--- config.mk ---
export PLATFORM = sky130hd
export DESIGN_NAME = rect_blit_blend_fill
export DESIGN_NICKNAME = d
export VERILOG_FILES = /design/src/rtl/rbbf_pkg.sv /design/src/rtl/rbbf_regs.sv /design/src/rtl/rbbf_front.sv /design/src/rtl/rbbf_queue.sv /design/src/rtl/rbbf_back.sv /design/src/rtl/rect_blit_blend_fill.sv
export SDC_FILE = /design/constraint.sdc
export NUM_CORES = 2
export LEC_CHECK = 0
export ABC_AREA = 1
export BUFFER_PORTS_ARGS = -buffer_cell sky130_fd_sc_hd__buf_2
export CAP_MARGIN = 10
export CORE_ASPECT_RATIO = 0.8
export CORE_MARGIN = 5
export CORE_UTILIZATION = 45
export DETAILED_ROUTE_END_ITERATION = 12
export PLACE_DENSITY = 0.58
export SYNTH_ARGS = -nofsm -noshare
export SYNTH_HDL_FRONTEND = slang
export SYNTH_HIERARCHICAL = 1
export SYNTH_SLANG_ARGS = --single-unit
--- constraint.sdc ---
create_clock -name i_clk -period 12.7 [get_ports i_clk]
set_input_delay 0.635 -clock i_clk [delete_from_list [all_inputs] [get_ports i_clk]]
set_output_delay 0.635 -clock i_clk [all_outputs]
set_load 0.1 [all_outputs]
--- src/rtl/rbbf_pkg.sv ---
// package: shared types, constants and register codes for the rectangle blitter
`timescale 1ns / 1ps

package rbbf_pkg;

    localparam int MAX_DIM      = 512;
    localparam int CNT_W        = $clog2(MAX_DIM);
    localparam int DIM_W        = 10;
    localparam int ADDR_W       = 18;
    localparam int PIX_W        = 32;
    localparam int LANE_W       = 8;
    localparam int LANES        = PIX_W / LANE_W;
    localparam int MODE_W       = 2;
    localparam int SHIFT_W      = 4;
    localparam int NUM_REGS     = 8;
    localparam int REG_IDX_W    = $clog2(NUM_REGS);
    localparam int PADDR_W      = REG_IDX_W + 2;
    localparam int PDATA_W      = 32;
    localparam int QUEUE_DEPTH  = 4;
    localparam int QPTR_W       = $clog2(QUEUE_DEPTH);
    localparam int QCNT_W       = $clog2(QUEUE_DEPTH + 1);

    localparam logic [LANE_W-1:0] LANE_MAX   = 8'hFF;
    localparam logic [DIM_W-1:0]  DIM_CLAMP  = DIM_W'(MAX_DIM);
    localparam int                ALPHA_LSB  = 24;

    localparam logic [MODE_W-1:0] MODE_COPY  = 2'd0;
    localparam logic [MODE_W-1:0] MODE_BLEND = 2'd1;
    localparam logic [MODE_W-1:0] MODE_FILL  = 2'd2;

    typedef enum logic [REG_IDX_W-1:0] {
        REG_MODE        = 3'd0,
        REG_RECT_WIDTH  = 3'd1,
        REG_RECT_HEIGHT = 3'd2,
        REG_SRC_START   = 3'd3,
        REG_DST_START   = 3'd4,
        REG_SRC_STRIDE  = 3'd5,
        REG_DST_STRIDE  = 3'd6,
        REG_FILL_COLOR  = 3'd7
    } t_reg_idx;

    typedef struct packed {
        logic [PIX_W-1:0] src_pixel;
        logic [PIX_W-1:0] dst_pixel;
    } t_in_item;

    typedef struct packed {
        logic [ADDR_W-1:0] dst_address;
        logic [ADDR_W-1:0] src_address;
        logic [PIX_W-1:0]  pixel;
        logic              last;
    } t_out_item;

    typedef struct packed {
        logic [MODE_W-1:0]  mode;
        logic [DIM_W-1:0]   rect_width;
        logic [DIM_W-1:0]   rect_height;
        logic [ADDR_W-1:0]  src_start;
        logic [ADDR_W-1:0]  dst_start;
        logic [SHIFT_W-1:0] src_stride_log2;
        logic [SHIFT_W-1:0] dst_stride_log2;
        logic [PIX_W-1:0]   fill_color;
    } t_cfg;

    // one classified pixel between front and back
    typedef struct packed {
        logic              blend;
        logic [PIX_W-1:0]  src_pixel;
        logic [PIX_W-1:0]  dst_pixel;
        logic [ADDR_W-1:0] dst_address;
        logic [ADDR_W-1:0] src_address;
        logic              last;
    } t_q_entry;

endpackage

--- src/rtl/rbbf_regs.sv ---
// configuration register file behind the apb-style port
`timescale 1ns / 1ps

module rbbf_regs (
    input  logic                          i_clk,
    input  logic                          i_rst_n,
    input  logic                          psel,
    input  logic                          penable,
    input  logic                          pwrite,
    input  logic [rbbf_pkg::PADDR_W-1:0]  paddr,
    input  logic [rbbf_pkg::PDATA_W-1:0]  pwdata,
    output logic [rbbf_pkg::PDATA_W-1:0]  prdata,
    output logic                          pready,
    output rbbf_pkg::t_cfg                o_cfg
);

    rbbf_pkg::t_cfg   r_cfg;
    rbbf_pkg::t_reg_idx w_idx;
    logic             w_wr;

    assign w_idx  = rbbf_pkg::t_reg_idx'(paddr[rbbf_pkg::PADDR_W-1:2]);
    assign w_wr   = psel && penable && pwrite;
    assign pready = 1'b1;
    assign o_cfg  = r_cfg;

    always_ff @(posedge i_clk) begin
        if (!i_rst_n) begin
            r_cfg <= '0;
        end else if (w_wr) begin
            unique case (w_idx)
                rbbf_pkg::REG_MODE:        r_cfg.mode <= pwdata[rbbf_pkg::MODE_W-1:0];
                rbbf_pkg::REG_RECT_WIDTH:  r_cfg.rect_width <= pwdata[rbbf_pkg::DIM_W-1:0];
                rbbf_pkg::REG_RECT_HEIGHT: r_cfg.rect_height <= pwdata[rbbf_pkg::DIM_W-1:0];
                rbbf_pkg::REG_SRC_START:   r_cfg.src_start <= pwdata[rbbf_pkg::ADDR_W-1:0];
                rbbf_pkg::REG_DST_START:   r_cfg.dst_start <= pwdata[rbbf_pkg::ADDR_W-1:0];
                rbbf_pkg::REG_SRC_STRIDE:
                    r_cfg.src_stride_log2 <= pwdata[rbbf_pkg::SHIFT_W-1:0];
                rbbf_pkg::REG_DST_STRIDE:
                    r_cfg.dst_stride_log2 <= pwdata[rbbf_pkg::SHIFT_W-1:0];
                rbbf_pkg::REG_FILL_COLOR:  r_cfg.fill_color <= pwdata[rbbf_pkg::PIX_W-1:0];
                default: ;
            endcase
        end
    end

    always_comb begin
        prdata = '0;
        unique case (w_idx)
            rbbf_pkg::REG_MODE:        prdata = rbbf_pkg::PDATA_W'(r_cfg.mode);
            rbbf_pkg::REG_RECT_WIDTH:  prdata = rbbf_pkg::PDATA_W'(r_cfg.rect_width);
            rbbf_pkg::REG_RECT_HEIGHT: prdata = rbbf_pkg::PDATA_W'(r_cfg.rect_height);
            rbbf_pkg::REG_SRC_START:   prdata = rbbf_pkg::PDATA_W'(r_cfg.src_start);
            rbbf_pkg::REG_DST_START:   prdata = rbbf_pkg::PDATA_W'(r_cfg.dst_start);
            rbbf_pkg::REG_SRC_STRIDE:  prdata = rbbf_pkg::PDATA_W'(r_cfg.src_stride_log2);
            rbbf_pkg::REG_DST_STRIDE:  prdata = rbbf_pkg::PDATA_W'(r_cfg.dst_stride_log2);
            rbbf_pkg::REG_FILL_COLOR:  prdata = rbbf_pkg::PDATA_W'(r_cfg.fill_color);
            default:                   prdata = '0;
        endcase
    end

endmodule

--- src/rtl/rbbf_front.sv ---
// front end: accepts pixels, runs the raster counters, forms addresses and classifies
`timescale 1ns / 1ps

module rbbf_front (
    input  logic               i_clk,
    input  logic               i_rst_n,
    input  rbbf_pkg::t_cfg     i_cfg,
    input  logic               i_valid,
    input  rbbf_pkg::t_in_item i_data,
    output logic               o_stall,
    input  logic               i_q_full,
    output logic               o_push,
    output rbbf_pkg::t_q_entry o_entry
);

    logic [rbbf_pkg::CNT_W-1:0]  r_col, n_col;
    logic [rbbf_pkg::CNT_W-1:0]  r_row, n_row;
    logic [rbbf_pkg::DIM_W-1:0]  w_w, w_h;
    logic [rbbf_pkg::DIM_W-1:0]  w_col_inc, w_row_inc;
    logic [rbbf_pkg::ADDR_W-1:0] w_src_off, w_dst_off;
    logic                        w_accept, w_empty, w_col_end, w_row_end;

    // oversized dimensions count as the maximum
    assign w_w = (i_cfg.rect_width  > rbbf_pkg::DIM_CLAMP) ? rbbf_pkg::DIM_CLAMP
                                                           : i_cfg.rect_width;
    assign w_h = (i_cfg.rect_height > rbbf_pkg::DIM_CLAMP) ? rbbf_pkg::DIM_CLAMP
                                                           : i_cfg.rect_height;
    assign w_empty = (w_w == '0) || (w_h == '0);

    assign o_stall  = i_q_full;
    assign w_accept = i_valid && !i_q_full;
    // an empty rectangle swallows the transaction without a result
    assign o_push   = w_accept && !w_empty;

    assign w_col_inc = rbbf_pkg::DIM_W'(r_col) + 1'b1;
    assign w_row_inc = rbbf_pkg::DIM_W'(r_row) + 1'b1;
    assign w_col_end = w_col_inc >= w_w;
    assign w_row_end = w_row_inc >= w_h;

    assign w_src_off = rbbf_pkg::ADDR_W'(r_row) << i_cfg.src_stride_log2;
    assign w_dst_off = rbbf_pkg::ADDR_W'(r_row) << i_cfg.dst_stride_log2;

    always_comb begin
        o_entry.blend       = (i_cfg.mode == rbbf_pkg::MODE_BLEND);
        o_entry.src_pixel   = (i_cfg.mode == rbbf_pkg::MODE_FILL) ? i_cfg.fill_color
                                                                 : i_data.src_pixel;
        o_entry.dst_pixel   = i_data.dst_pixel;
        o_entry.src_address = i_cfg.src_start + w_src_off + rbbf_pkg::ADDR_W'(r_col);
        o_entry.dst_address = i_cfg.dst_start + w_dst_off + rbbf_pkg::ADDR_W'(r_col);
        o_entry.last        = w_col_end && w_row_end;
    end

    always_comb begin
        n_col = r_col;
        n_row = r_row;
        if (o_push) begin
            if (w_col_end) begin
                n_col = '0;
                n_row = w_row_end ? '0 : w_row_inc[rbbf_pkg::CNT_W-1:0];
            end else begin
                n_col = w_col_inc[rbbf_pkg::CNT_W-1:0];
            end
        end
    end

    always_ff @(posedge i_clk) begin
        if (!i_rst_n) begin
            r_col <= '0;
            r_row <= '0;
        end else begin
            r_col <= n_col;
            r_row <= n_row;
        end
    end

endmodule

--- src/rtl/rbbf_queue.sv ---
// small fifo that decouples the front end from the blend pipeline
`timescale 1ns / 1ps

module rbbf_queue (
    input  logic               i_clk,
    input  logic               i_rst_n,
    input  logic               i_push,
    input  rbbf_pkg::t_q_entry i_entry,
    input  logic               i_pop,
    output rbbf_pkg::t_q_entry o_entry,
    output logic               o_full,
    output logic               o_empty
);

    rbbf_pkg::t_q_entry          r_mem [rbbf_pkg::QUEUE_DEPTH];
    logic [rbbf_pkg::QPTR_W-1:0] r_wr_ptr, r_rd_ptr;
    logic [rbbf_pkg::QCNT_W-1:0] r_count;
    logic                        w_push, w_pop;

    assign o_full  = (r_count == rbbf_pkg::QCNT_W'(rbbf_pkg::QUEUE_DEPTH));
    assign o_empty = (r_count == '0);
    assign w_push  = i_push && !o_full;
    assign w_pop   = i_pop && !o_empty;
    assign o_entry = r_mem[r_rd_ptr];

    always_ff @(posedge i_clk) begin
        if (w_push) begin
            r_mem[r_wr_ptr] <= i_entry;
        end
    end

    always_ff @(posedge i_clk) begin
        if (!i_rst_n) begin
            r_wr_ptr <= '0;
            r_rd_ptr <= '0;
            r_count  <= '0;
        end else begin
            if (w_push) r_wr_ptr <= r_wr_ptr + 1'b1;
            if (w_pop)  r_rd_ptr <= r_rd_ptr + 1'b1;
            if (w_push && !w_pop)      r_count <= r_count + 1'b1;
            else if (w_pop && !w_push) r_count <= r_count - 1'b1;
        end
    end

`ifndef NO_ASSERTIONS
    a_count_bound: assert property (@(posedge i_clk) disable iff (!i_rst_n)
        r_count <= rbbf_pkg::QCNT_W'(rbbf_pkg::QUEUE_DEPTH))
        else $error("queue count beyond depth");

    a_no_push_when_full: assert property (@(posedge i_clk) disable iff (!i_rst_n)
        o_full |-> !i_push)
        else $error("push into a full queue would drop a transaction");

    a_ptr_distance: assert property (@(posedge i_clk) disable iff (!i_rst_n)
        (r_count == '0 || r_count == rbbf_pkg::QCNT_W'(rbbf_pkg::QUEUE_DEPTH))
            |-> (r_wr_ptr == r_rd_ptr))
        else $error("queue pointers disagree with count");
`endif

endmodule

--- src/rtl/rbbf_back.sv ---
// back end: premultiplied over blend or pass-through in two stages, a product stage and the output register
`timescale 1ns / 1ps

module rbbf_back (
    input  logic                i_clk,
    input  logic                i_rst_n,
    input  logic                i_q_empty,
    input  rbbf_pkg::t_q_entry  i_entry,
    output logic                o_pop,
    output logic                o_valid,
    output rbbf_pkg::t_out_item o_data,
    input  logic                i_stall
);

    localparam int PROD_W = 2 * rbbf_pkg::LANE_W;

    // stage one: products inv_alpha * dst per lane
    logic                        r_s1_valid;
    logic                        r_s1_blend;
    logic [rbbf_pkg::PIX_W-1:0]  r_s1_src;
    logic [rbbf_pkg::ADDR_W-1:0] r_s1_dst_addr, r_s1_src_addr;
    logic                        r_s1_last;
    logic [PROD_W-1:0]           r_s1_prod [rbbf_pkg::LANES];

    logic                        r_out_valid;
    rbbf_pkg::t_out_item         r_out;

    logic                        w_out_free, w_s1_free;
    logic [rbbf_pkg::LANE_W-1:0] w_inv;
    logic [rbbf_pkg::PIX_W-1:0]  w_blended;

    assign w_out_free = !r_out_valid || !i_stall;
    assign w_s1_free  = !r_s1_valid || w_out_free;
    assign o_pop      = !i_q_empty && w_s1_free;
    assign o_valid    = r_out_valid;
    assign o_data     = r_out;

    assign w_inv = rbbf_pkg::LANE_MAX -
                   i_entry.src_pixel[rbbf_pkg::ALPHA_LSB +: rbbf_pkg::LANE_W];

    always_ff @(posedge i_clk) begin
        if (o_pop) begin
            r_s1_blend    <= i_entry.blend;
            r_s1_src      <= i_entry.src_pixel;
            r_s1_dst_addr <= i_entry.dst_address;
            r_s1_src_addr <= i_entry.src_address;
            r_s1_last     <= i_entry.last;
            for (int k = 0; k < rbbf_pkg::LANES; k++) begin
                r_s1_prod[k] <= PROD_W'(w_inv) *
                                PROD_W'(i_entry.dst_pixel[k*rbbf_pkg::LANE_W +: rbbf_pkg::LANE_W]);
            end
        end
    end

    // x / 255 as (x + 1 + (x >> 8)) >> 8, exact over the product range
    always_comb begin
        logic [PROD_W:0]           quo_sum;
        logic [rbbf_pkg::LANE_W:0] lane_sum;
        w_blended = '0;
        for (int k = 0; k < rbbf_pkg::LANES; k++) begin
            quo_sum  = (PROD_W+1)'(r_s1_prod[k]) + 1'b1 +
                       (PROD_W+1)'(r_s1_prod[k] >> rbbf_pkg::LANE_W);
            lane_sum = (rbbf_pkg::LANE_W+1)'(r_s1_src[k*rbbf_pkg::LANE_W +: rbbf_pkg::LANE_W]) +
                       (rbbf_pkg::LANE_W+1)'(quo_sum[PROD_W:rbbf_pkg::LANE_W]);
            w_blended[k*rbbf_pkg::LANE_W +: rbbf_pkg::LANE_W] =
                lane_sum[rbbf_pkg::LANE_W] ? rbbf_pkg::LANE_MAX
                                           : lane_sum[rbbf_pkg::LANE_W-1:0];
        end
    end

    always_ff @(posedge i_clk) begin
        if (r_s1_valid && w_out_free) begin
            r_out.dst_address <= r_s1_dst_addr;
            r_out.src_address <= r_s1_src_addr;
            r_out.pixel       <= r_s1_blend ? w_blended : r_s1_src;
            r_out.last        <= r_s1_last;
        end
    end

    always_ff @(posedge i_clk) begin
        if (!i_rst_n) begin
            r_s1_valid  <= 1'b0;
            r_out_valid <= 1'b0;
        end else begin
            if (w_s1_free)  r_s1_valid  <= o_pop;
            if (w_out_free) r_out_valid <= r_s1_valid;
        end
    end

`ifndef NO_ASSERTIONS
    a_hold_result: assert property (@(posedge i_clk) disable iff (!i_rst_n)
        (r_out_valid && i_stall) |=> (r_out_valid && $stable(r_out)))
        else $error("stalled result lost or changed");

    a_stage_kept: assert property (@(posedge i_clk) disable iff (!i_rst_n)
        (r_s1_valid && !w_out_free) |=> r_s1_valid)
        else $error("blend stage dropped a transaction");

    a_pop_needs_room: assert property (@(posedge i_clk) disable iff (!i_rst_n)
        o_pop |-> (!r_s1_valid || !r_out_valid || !i_stall))
        else $error("pop without room in the pipeline");
`endif

endmodule

--- src/rtl/rect_blit_blend_fill.sv ---
// top level of the rectangle blitter: registers, front end, queue and blend back end
//
// channel   direction  handshake              payload
// input     in         i_valid / o_stall      i_data  (src_pixel, dst_pixel)
// output    out        o_valid / i_stall      o_data  (dst_address, src_address, pixel, last)
// config    in         psel/penable/pwrite    paddr, pwdata, prdata, pready
//
// one pixel per clock while i_stall is low; pixels pass queue, blend stage, output register
// the four-entry queue and the blend stage fill under an output stall, after which
// o_stall rises; the counter and address adders in the front end set the input path
// synchronous active-low reset clears registers, counters, queue and pipeline valids
// an empty rectangle accepts pixels and produces no result
`timescale 1ns / 1ps

module rect_blit_blend_fill (
    input  logic                          i_clk,
    input  logic                          i_rst_n,
    input  logic                          i_valid,
    input  rbbf_pkg::t_in_item            i_data,
    output logic                          o_stall,
    output logic                          o_valid,
    output rbbf_pkg::t_out_item           o_data,
    input  logic                          i_stall,
    input  logic                          psel,
    input  logic                          penable,
    input  logic                          pwrite,
    input  logic [rbbf_pkg::PADDR_W-1:0]  paddr,
    input  logic [rbbf_pkg::PDATA_W-1:0]  pwdata,
    output logic [rbbf_pkg::PDATA_W-1:0]  prdata,
    output logic                          pready
);

    rbbf_pkg::t_cfg     w_cfg;
    rbbf_pkg::t_q_entry w_push_entry, w_pop_entry;
    logic               w_push, w_pop, w_q_full, w_q_empty;

    rbbf_regs u_regs (
        .i_clk   (i_clk),
        .i_rst_n (i_rst_n),
        .psel    (psel),
        .penable (penable),
        .pwrite  (pwrite),
        .paddr   (paddr),
        .pwdata  (pwdata),
        .prdata  (prdata),
        .pready  (pready),
        .o_cfg   (w_cfg)
    );

    rbbf_front u_front (
        .i_clk    (i_clk),
        .i_rst_n  (i_rst_n),
        .i_cfg    (w_cfg),
        .i_valid  (i_valid),
        .i_data   (i_data),
        .o_stall  (o_stall),
        .i_q_full (w_q_full),
        .o_push   (w_push),
        .o_entry  (w_push_entry)
    );

    rbbf_queue u_queue (
        .i_clk   (i_clk),
        .i_rst_n (i_rst_n),
        .i_push  (w_push),
        .i_entry (w_push_entry),
        .i_pop   (w_pop),
        .o_entry (w_pop_entry),
        .o_full  (w_q_full),
        .o_empty (w_q_empty)
    );

    rbbf_back u_back (
        .i_clk     (i_clk),
        .i_rst_n   (i_rst_n),
        .i_q_empty (w_q_empty),
        .i_entry   (w_pop_entry),
        .o_pop     (w_pop),
        .o_valid   (o_valid),
        .o_data    (o_data),
        .i_stall   (i_stall)
    );

endmodule
# [Word level (Yosys, flattened, before mapping)]
# Memories as Yosys holds them, arrays and structs flattened. A register that Yosys moved wholly into a read port is not among the register bits.
# Index checks and enable logic that the tools add are counted.
[totals] n_memories=2 out_inout_bits=104 in_bits=108 reg_bits=264 ram_bits=472
[op_classes] eq_ne=10 order_cmp=4 n_mul=4 shift=2 addsub=23 reduce_logical=36 n_mux=19
[mem_list] memory="u_queue.r_mem" depth=4 word_bits=102 read_ports=1 rd_clocked_by_memory_dff=1 wr=1 line_no="rbbf_queue.sv:15" rtl="rbbf_pkg::t_q_entry r_mem [rbbf_pkg::QUEUE_DEPTH];"
[mem_list] memory="u_back.r_s1_prod" depth=4 word_bits=16 read_ports=4 rd_clocked_by_memory_dff=0 wr=4 line_no="rbbf_back.sv:23" rtl="logic [PROD_W-1:0] r_s1_prod [rbbf_pkg::LANES];"
[ops] op="one-hot mux 32 bit (8 select lines)" count=1
[ops] op="adder 16 x 1 -> 17 bit, second input constant" count=4
[ops] op="adder 17 x 8 -> 17 bit" count=4
[ops] op="multiplier 8 x 8 -> 16 bit" count=4
[ops] op="2-to-1 mux 32 bit" count=2
[ops] op="adder 18 bit" count=2
[ops] op="adder 18 x 9 -> 18 bit" count=2
[ops] op="adder 8 x 9 -> 9 bit" count=4
[ops] op="<< shifter 9 x 4 -> 18 bit" count=2
[ops] op="2-to-1 mux 8 bit" count=4
[ops] op="adder 9 x 1 -> 10 bit, second input constant" count=2
[ops] op=">= comparator 10 bit" count=2
[ops] op="greater-than comparator 10 bit, second input constant" count=2
[ops] op="zero test 10 bit" count=2
[ops] op="2-to-1 mux 10 bit" count=2
[ops] op="2-to-1 mux 9 bit" count=2
[ops] op="AND reduction 2 bit" count=9
[ops] op="== test 3 bit, second input constant" count=5
[ops] op="logical AND 1 bit" count=11
[ops] op="zero test 1 bit" count=8
[ops] op="subtractor 8 bit, first input constant" count=1
[ops] op="== test 3 x 2 -> 1 bit, second input constant" count=2
[ops] op="zero test 3 bit" count=2
[ops] op="2-to-1 mux 3 bit" count=2
[ops] op="other kinds (10)" count=17

# [Longest topological paths before layout]
[logic_depth] word_depth=11 mapped_depth=26 mapped_depth_nobuf=23

# [Hierarchy]
# The synthesis kept the hierarchy.
[by_module_without_submodules] mod="rbbf_back" n_inst=1 area_each_um2=17824.6 cells_each=1929
[by_module_without_submodules] mod="rbbf_queue" n_inst=1 area_each_um2=15566.2 cells_each=1056
[by_module_without_submodules] mod="rbbf_front" n_inst=1 area_each_um2=5376.4 cells_each=833
[by_module_without_submodules] mod="rbbf_regs" n_inst=1 area_each_um2=4453.0 cells_each=636

# [Worst setup path before layout]
# OpenSTA, ideal clock, no wires.
[synth_timing] kind="register to register" startpoint="register u_regs.r_cfg (netlist bit u_regs/o_cfg[88])" endpoint="memory u_queue/r_mem[0][0] in the netlist's numbering (enable)" period_less_slack_ns=6.104 n_path_buf=0 t_arrival_ns=5.540 stages_incl_launch_ff=11 slack_ns=6.596 cell_sequence="dfxtp_1 -> or2_0 -> nor2_1 -> nand2_1 -> nand2_4 -> o31ai_2 -> nand2_4 -> nand2_2 -> inv_1 -> nand2_1 -> nor2_1"
[synth_via] elab_chain_cells=9
[synth_rtl] element="start, declared" line_no="rbbf_regs.sv:17" rtl="rbbf_pkg::t_cfg r_cfg;"
[synth_rtl] element="greater-than comparator 10 bit" line_no="rbbf_front.sv:24" rtl="assign w_w = (i_cfg.rect_width > rbbf_pkg::DIM_CLAMP) ? rbbf_pkg::DIM_CLAMP"
[synth_rtl] element="2-to-1 mux 10 bit (*)" line_no="rbbf_front.sv:24"
[synth_rtl] element="zero test 10 bit (*)" line_no="rbbf_front.sv:28" rtl="assign w_empty = (w_w == '0) || (w_h == '0);"
[synth_rtl] element="logical OR 1 bit (*)" line_no="rbbf_front.sv:28"
[synth_rtl] element="zero test 1 bit (*)" line_no="rbbf_front.sv:33" rtl="assign o_push = w_accept && !w_empty;"
[synth_rtl] element="logical AND 1 bit (*)" line_no="rbbf_front.sv:33"
[synth_rtl] element="via w_push" line_no="rect_blit_blend_fill.sv:35" rtl="logic w_push, w_pop, w_q_full, w_q_empty;"
[synth_rtl] element="logical AND 1 bit (*)" line_no="rbbf_queue.sv:22" rtl="assign w_push = i_push && !o_full;"
[synth_rtl] element="2-to-1 mux 1 bit (*)" line_no="rbbf_queue.sv:27" rtl="if (w_push) begin"
[synth_rtl] element="2-to-1 mux 1 bit (not written as such) (*)" line_no="rbbf_queue.sv:28" rtl="r_mem[r_wr_ptr] <= i_entry;"
[synth_rtl] element="end, declared" line_no="rbbf_queue.sv:15"
# Mark *: on every way through the listed nets, which the timed path passes. The rest lies on a longest branch.

==> results.yml <==
status:
  status: "completed"
timing:
  period_minus_slack_ns: 6.74
  max_slew_margin: 0.226
  setup_tns_ns: 0
  rsz0062_at_grt: "no"
  period_share: 0.531
  worst_slew_pin_slew_ns: 1.16
  finalHoldViolations: 0
  clock_skew_ns: 0.0438
  slew_violations: 0
  max_freq_mhz: 148
  setup_viol: 0
floorplanning:
  chipHeight_um: 287
  start_util: 0.454
  die_w_um: 356
  die-area_mm2: 0.102
  rows: 101
  coreArea_mm2: 0.0952
  boundaryPins: 212
grt:
  grt_pass1_wl_um: 174000
  grt.total_usage: 0.220
  overflow: 0
  grt_max_degree: 109
  first_global_vias: 29400
  antenna_found_initial: 3
pwr:
  sequentialPowerShare: 0.482
  switching_share: 0.253
  p_comb_frac: 0.104
  clockPowerShare: 0.414
  internal_power_mw: 4.17
  powerDensity_mw_per_mm2: 117
  p_leak_nw: 20.5
  p_sw_mw: 1.41
  ir_drop_uv: 89.7
route:
  routed_wl_um: 114000
  drc: 0
  drt_pass1_iterations: 5
  met3_length_um: 7060
  drt_iter0_drc: 2403
  vias_per_cell: 5.28
  wl_per_cell_um: 19.3
  wl_met1_um: 55100
  drt.antenna.violating_nets: 0
  highest_layer: "met4"
  vias: 31300
  route.met2.wl_um: 50300
layout:
  seqCellArea_mm2: 0.0209
  drive_gt1_frac: 0.110
  nets: 5137
  final_util: 0.501
  multi_input_area_mm2: 0.0193
  syn2layout_area_growth_pct: 10.4
  nFillCells: 8746
worst_setup_path:
  worst-path-max-fanout: 48
  startpoint_type: "flip-flop"
  reg2reg_to: "u_back/r_s1_prod[0][13]"
  worstRegToRegCells: 21
  criticalPathCategory: "reg -> reg"
  endpoint_kind: "flip-flop"
  required_ns: 13.10
  setup.worst_path.end: "u_back/r_s1_prod[0][13]"
  r2r_slack_ns: 5.96
  crit_arrival_ns: 7.14
logic_synthesis:
  synth_top_area_cell: "edfxtp_1"
  ys_ff_latch: 738
  syn_inst: 4454
  yosysWarnings: 6
  synth_common_cells: "nor2_1 (731), edfxtp_1 (611), nand2_1 (610)"
  ys_async_sr_fraction: 0
  synth_top_area_frac: 0.425
  synth_most_common_cell: "nor2_1"
  synth_edf_count: 611
  synth_area_per_cell_um2: 9.70
  syn_nets: 5010
  ys_seq_area_frac: 0.483
  syn_area_mm2: 0.0432
  synth_ff_type: "edfxtp_1"
  ys_types: 61
  synth.area.top_cells: "edfxtp_1 (42%), ha_1 (8.1%), fa_1 (7.8%), nor2_1 (6.3%), dfxtp_1 (5.9%)"
clock_network:
  root_buffer: "clkbuf_16"
  cts_hold_buffers: 0
  clkTransAtPathRegs_ns: 0.07
  cts_sinks: 738
  clk-insertion-delay-late_ns: 0.66
  cts_buffer_depth: 3
  htreeDepth: 3
  cts_made_buffers: 78
  post_cts_buffers: 0
  cts_tree: "yes"
  cts_resized: 0
placement:
  portBuffers: 208
  place_congestion: 0.917
  hpwl_um: 81600
flow_run:
  maxCapViolCount: 0
worst_hold_path:
  hold_path.class: "in -> reg"
registers in the layout (all words and copies together) (netlist names), 3 cells and up, named ones only:
signal	cells
u_back/o_data	69
u_back/r_s1_dst_addr	18
u_back/r_s1_prod	64
u_back/r_s1_src	32
u_back/r_s1_src_addr	18
u_front/r_col	9
u_front/r_row	9
u_queue/r_count	3
u_queue/r_mem	408
u_regs/o_cfg	98
cell families (layout without fill, tap and decap cells):
group / count (synthesis) / in the layout / synth area share
AO/OA/AOI/OAI: 696 / 696 / 0.0875
buffers and inverters: 721 / 911 / 0.0718
multiplexers: 35 / 35 / 0.00903
AND/OR/NAND/NOR: 1711 / 1711 / 0.168
other: 1 / 4 / 0.0000868
flip-flops: 738 / 738 / 0.483
XOR/XNOR: 104 / 104 / 0.0212
adder cells (fa/ha/maj): 448 / 448 / 0.159
cell usage in the layout (no fill, tap or decap), types with 11 or more instances in the layout:
master	Yosys	final
o21ai_1	117	117
xor2_1	73	73
inv_1	511	509
clkinv_1	3	14
nor3_1	83	83
a21oi_1	140	140
nand2_1	610	610
nand3b_1	15	15
edfxtp_1	611	611
or2_2	26	26
nand3_1	131	130
ha_1	279	279
dfxtp_1	127	125
fa_1	169	169
nand2_2	15	15
nand3_2	10	11
buf_4	49	33
nor2_4	9	14
mux2_2	32	32
xnor2_1	30	30
clkbuf_1	77	15
buf_2	37	208
clkbuf_16	0	78
inv_2	11	11
o22ai_1	107	99
nand4_1	52	52
o21ai_0	279	279
nor2_1	731	726
power by group through the flow:
stage	clock (mW)	sequential [mW]	combinational, mW
6_report	2.31	2.69	0.582
5_1_grt	2.45	2.69	0.653
4_1_cts	2.36	2.69	0.582
3_5_place_dp	0	2.74	0.578
3_3_place_gp	0	2.74	0.575
2_1_floorplan	0	2.76	0.398
cell type report:
type,instances,area share
Timing Repair Buffer,241,0.0270
Inverter,527,0.0418
Multi-Input combinational cell,2995,0.405
Clock buffer,93,0.0421
Antenna cell,3,0.000157
Clock inverter,50,0.0123
Sequential cell,738,0.438
Tap cell,1287,0.0338
through the flow:
step | power, mW | instance area [um^2] | setup WS, ns | hold WS, ns | instances
after floorplan | 3.16 | 43200 | 6.60 | 0.400 | 4454
after global routing | 5.80 | 47700 | 5.45 | 0.175 | 5932
final | 5.58 | 47700 | 5.96 | 0.193 | 5934
after CTS | 5.63 | 47700 | 5.93 | 0.157 | 5931
after global placement | 3.31 | 45100 | 5.92 | 0.403 | 5788
after detailed placement | 3.32 | 45100 | 5.94 | 0.405 | 5788
worst max-delay path, cell delays in order, from the launching register on:
cell      delay [ns]
dfxtp_4         0.46
clkinv_2        0.31
buf_4           0.51
buf_4           0.59
o21ai_1         0.14
o22ai_1         0.56
inv_1           0.22
nor2_1          0.18
fa_1            0.47
fa_1            0.52
fa_1            0.54
inv_1           0.06
fa_1            0.56
inv_1           0.06
ha_1            0.35
a21oi_1         0.20
a21boi_1        0.25
o21ai_1         0.14
nand2_1         0.10
nand2_1         0.05
nand2_1         0.06
nand2_1         0.05
routing by layer:
layer  up-vias  GRT usage
li1      15200          -
met3       103     0.0365
met5         -          0
met2       813      0.335
met1     15200      0.333
met4         0     0.0447
how the worst min path moves through the flow:
stage	from	cells after the start	to
floorplan	u_back/r_s1_last	0	u_back/o_data[0]
global placement	u_back/r_s1_dst_addr[4]	0	u_back/o_data[55]
detailed placement	u_back/r_s1_src_addr[0]	0	u_back/o_data[33]
CTS	i_data[15]	1	u_queue/r_mem[3][52]
global route	i_data[29]	1	u_queue/r_mem[1][66]
finish	i_data[15]	1	u_queue/r_mem[3][52]
Note: power is estimated with default switching activity, not from simulation.
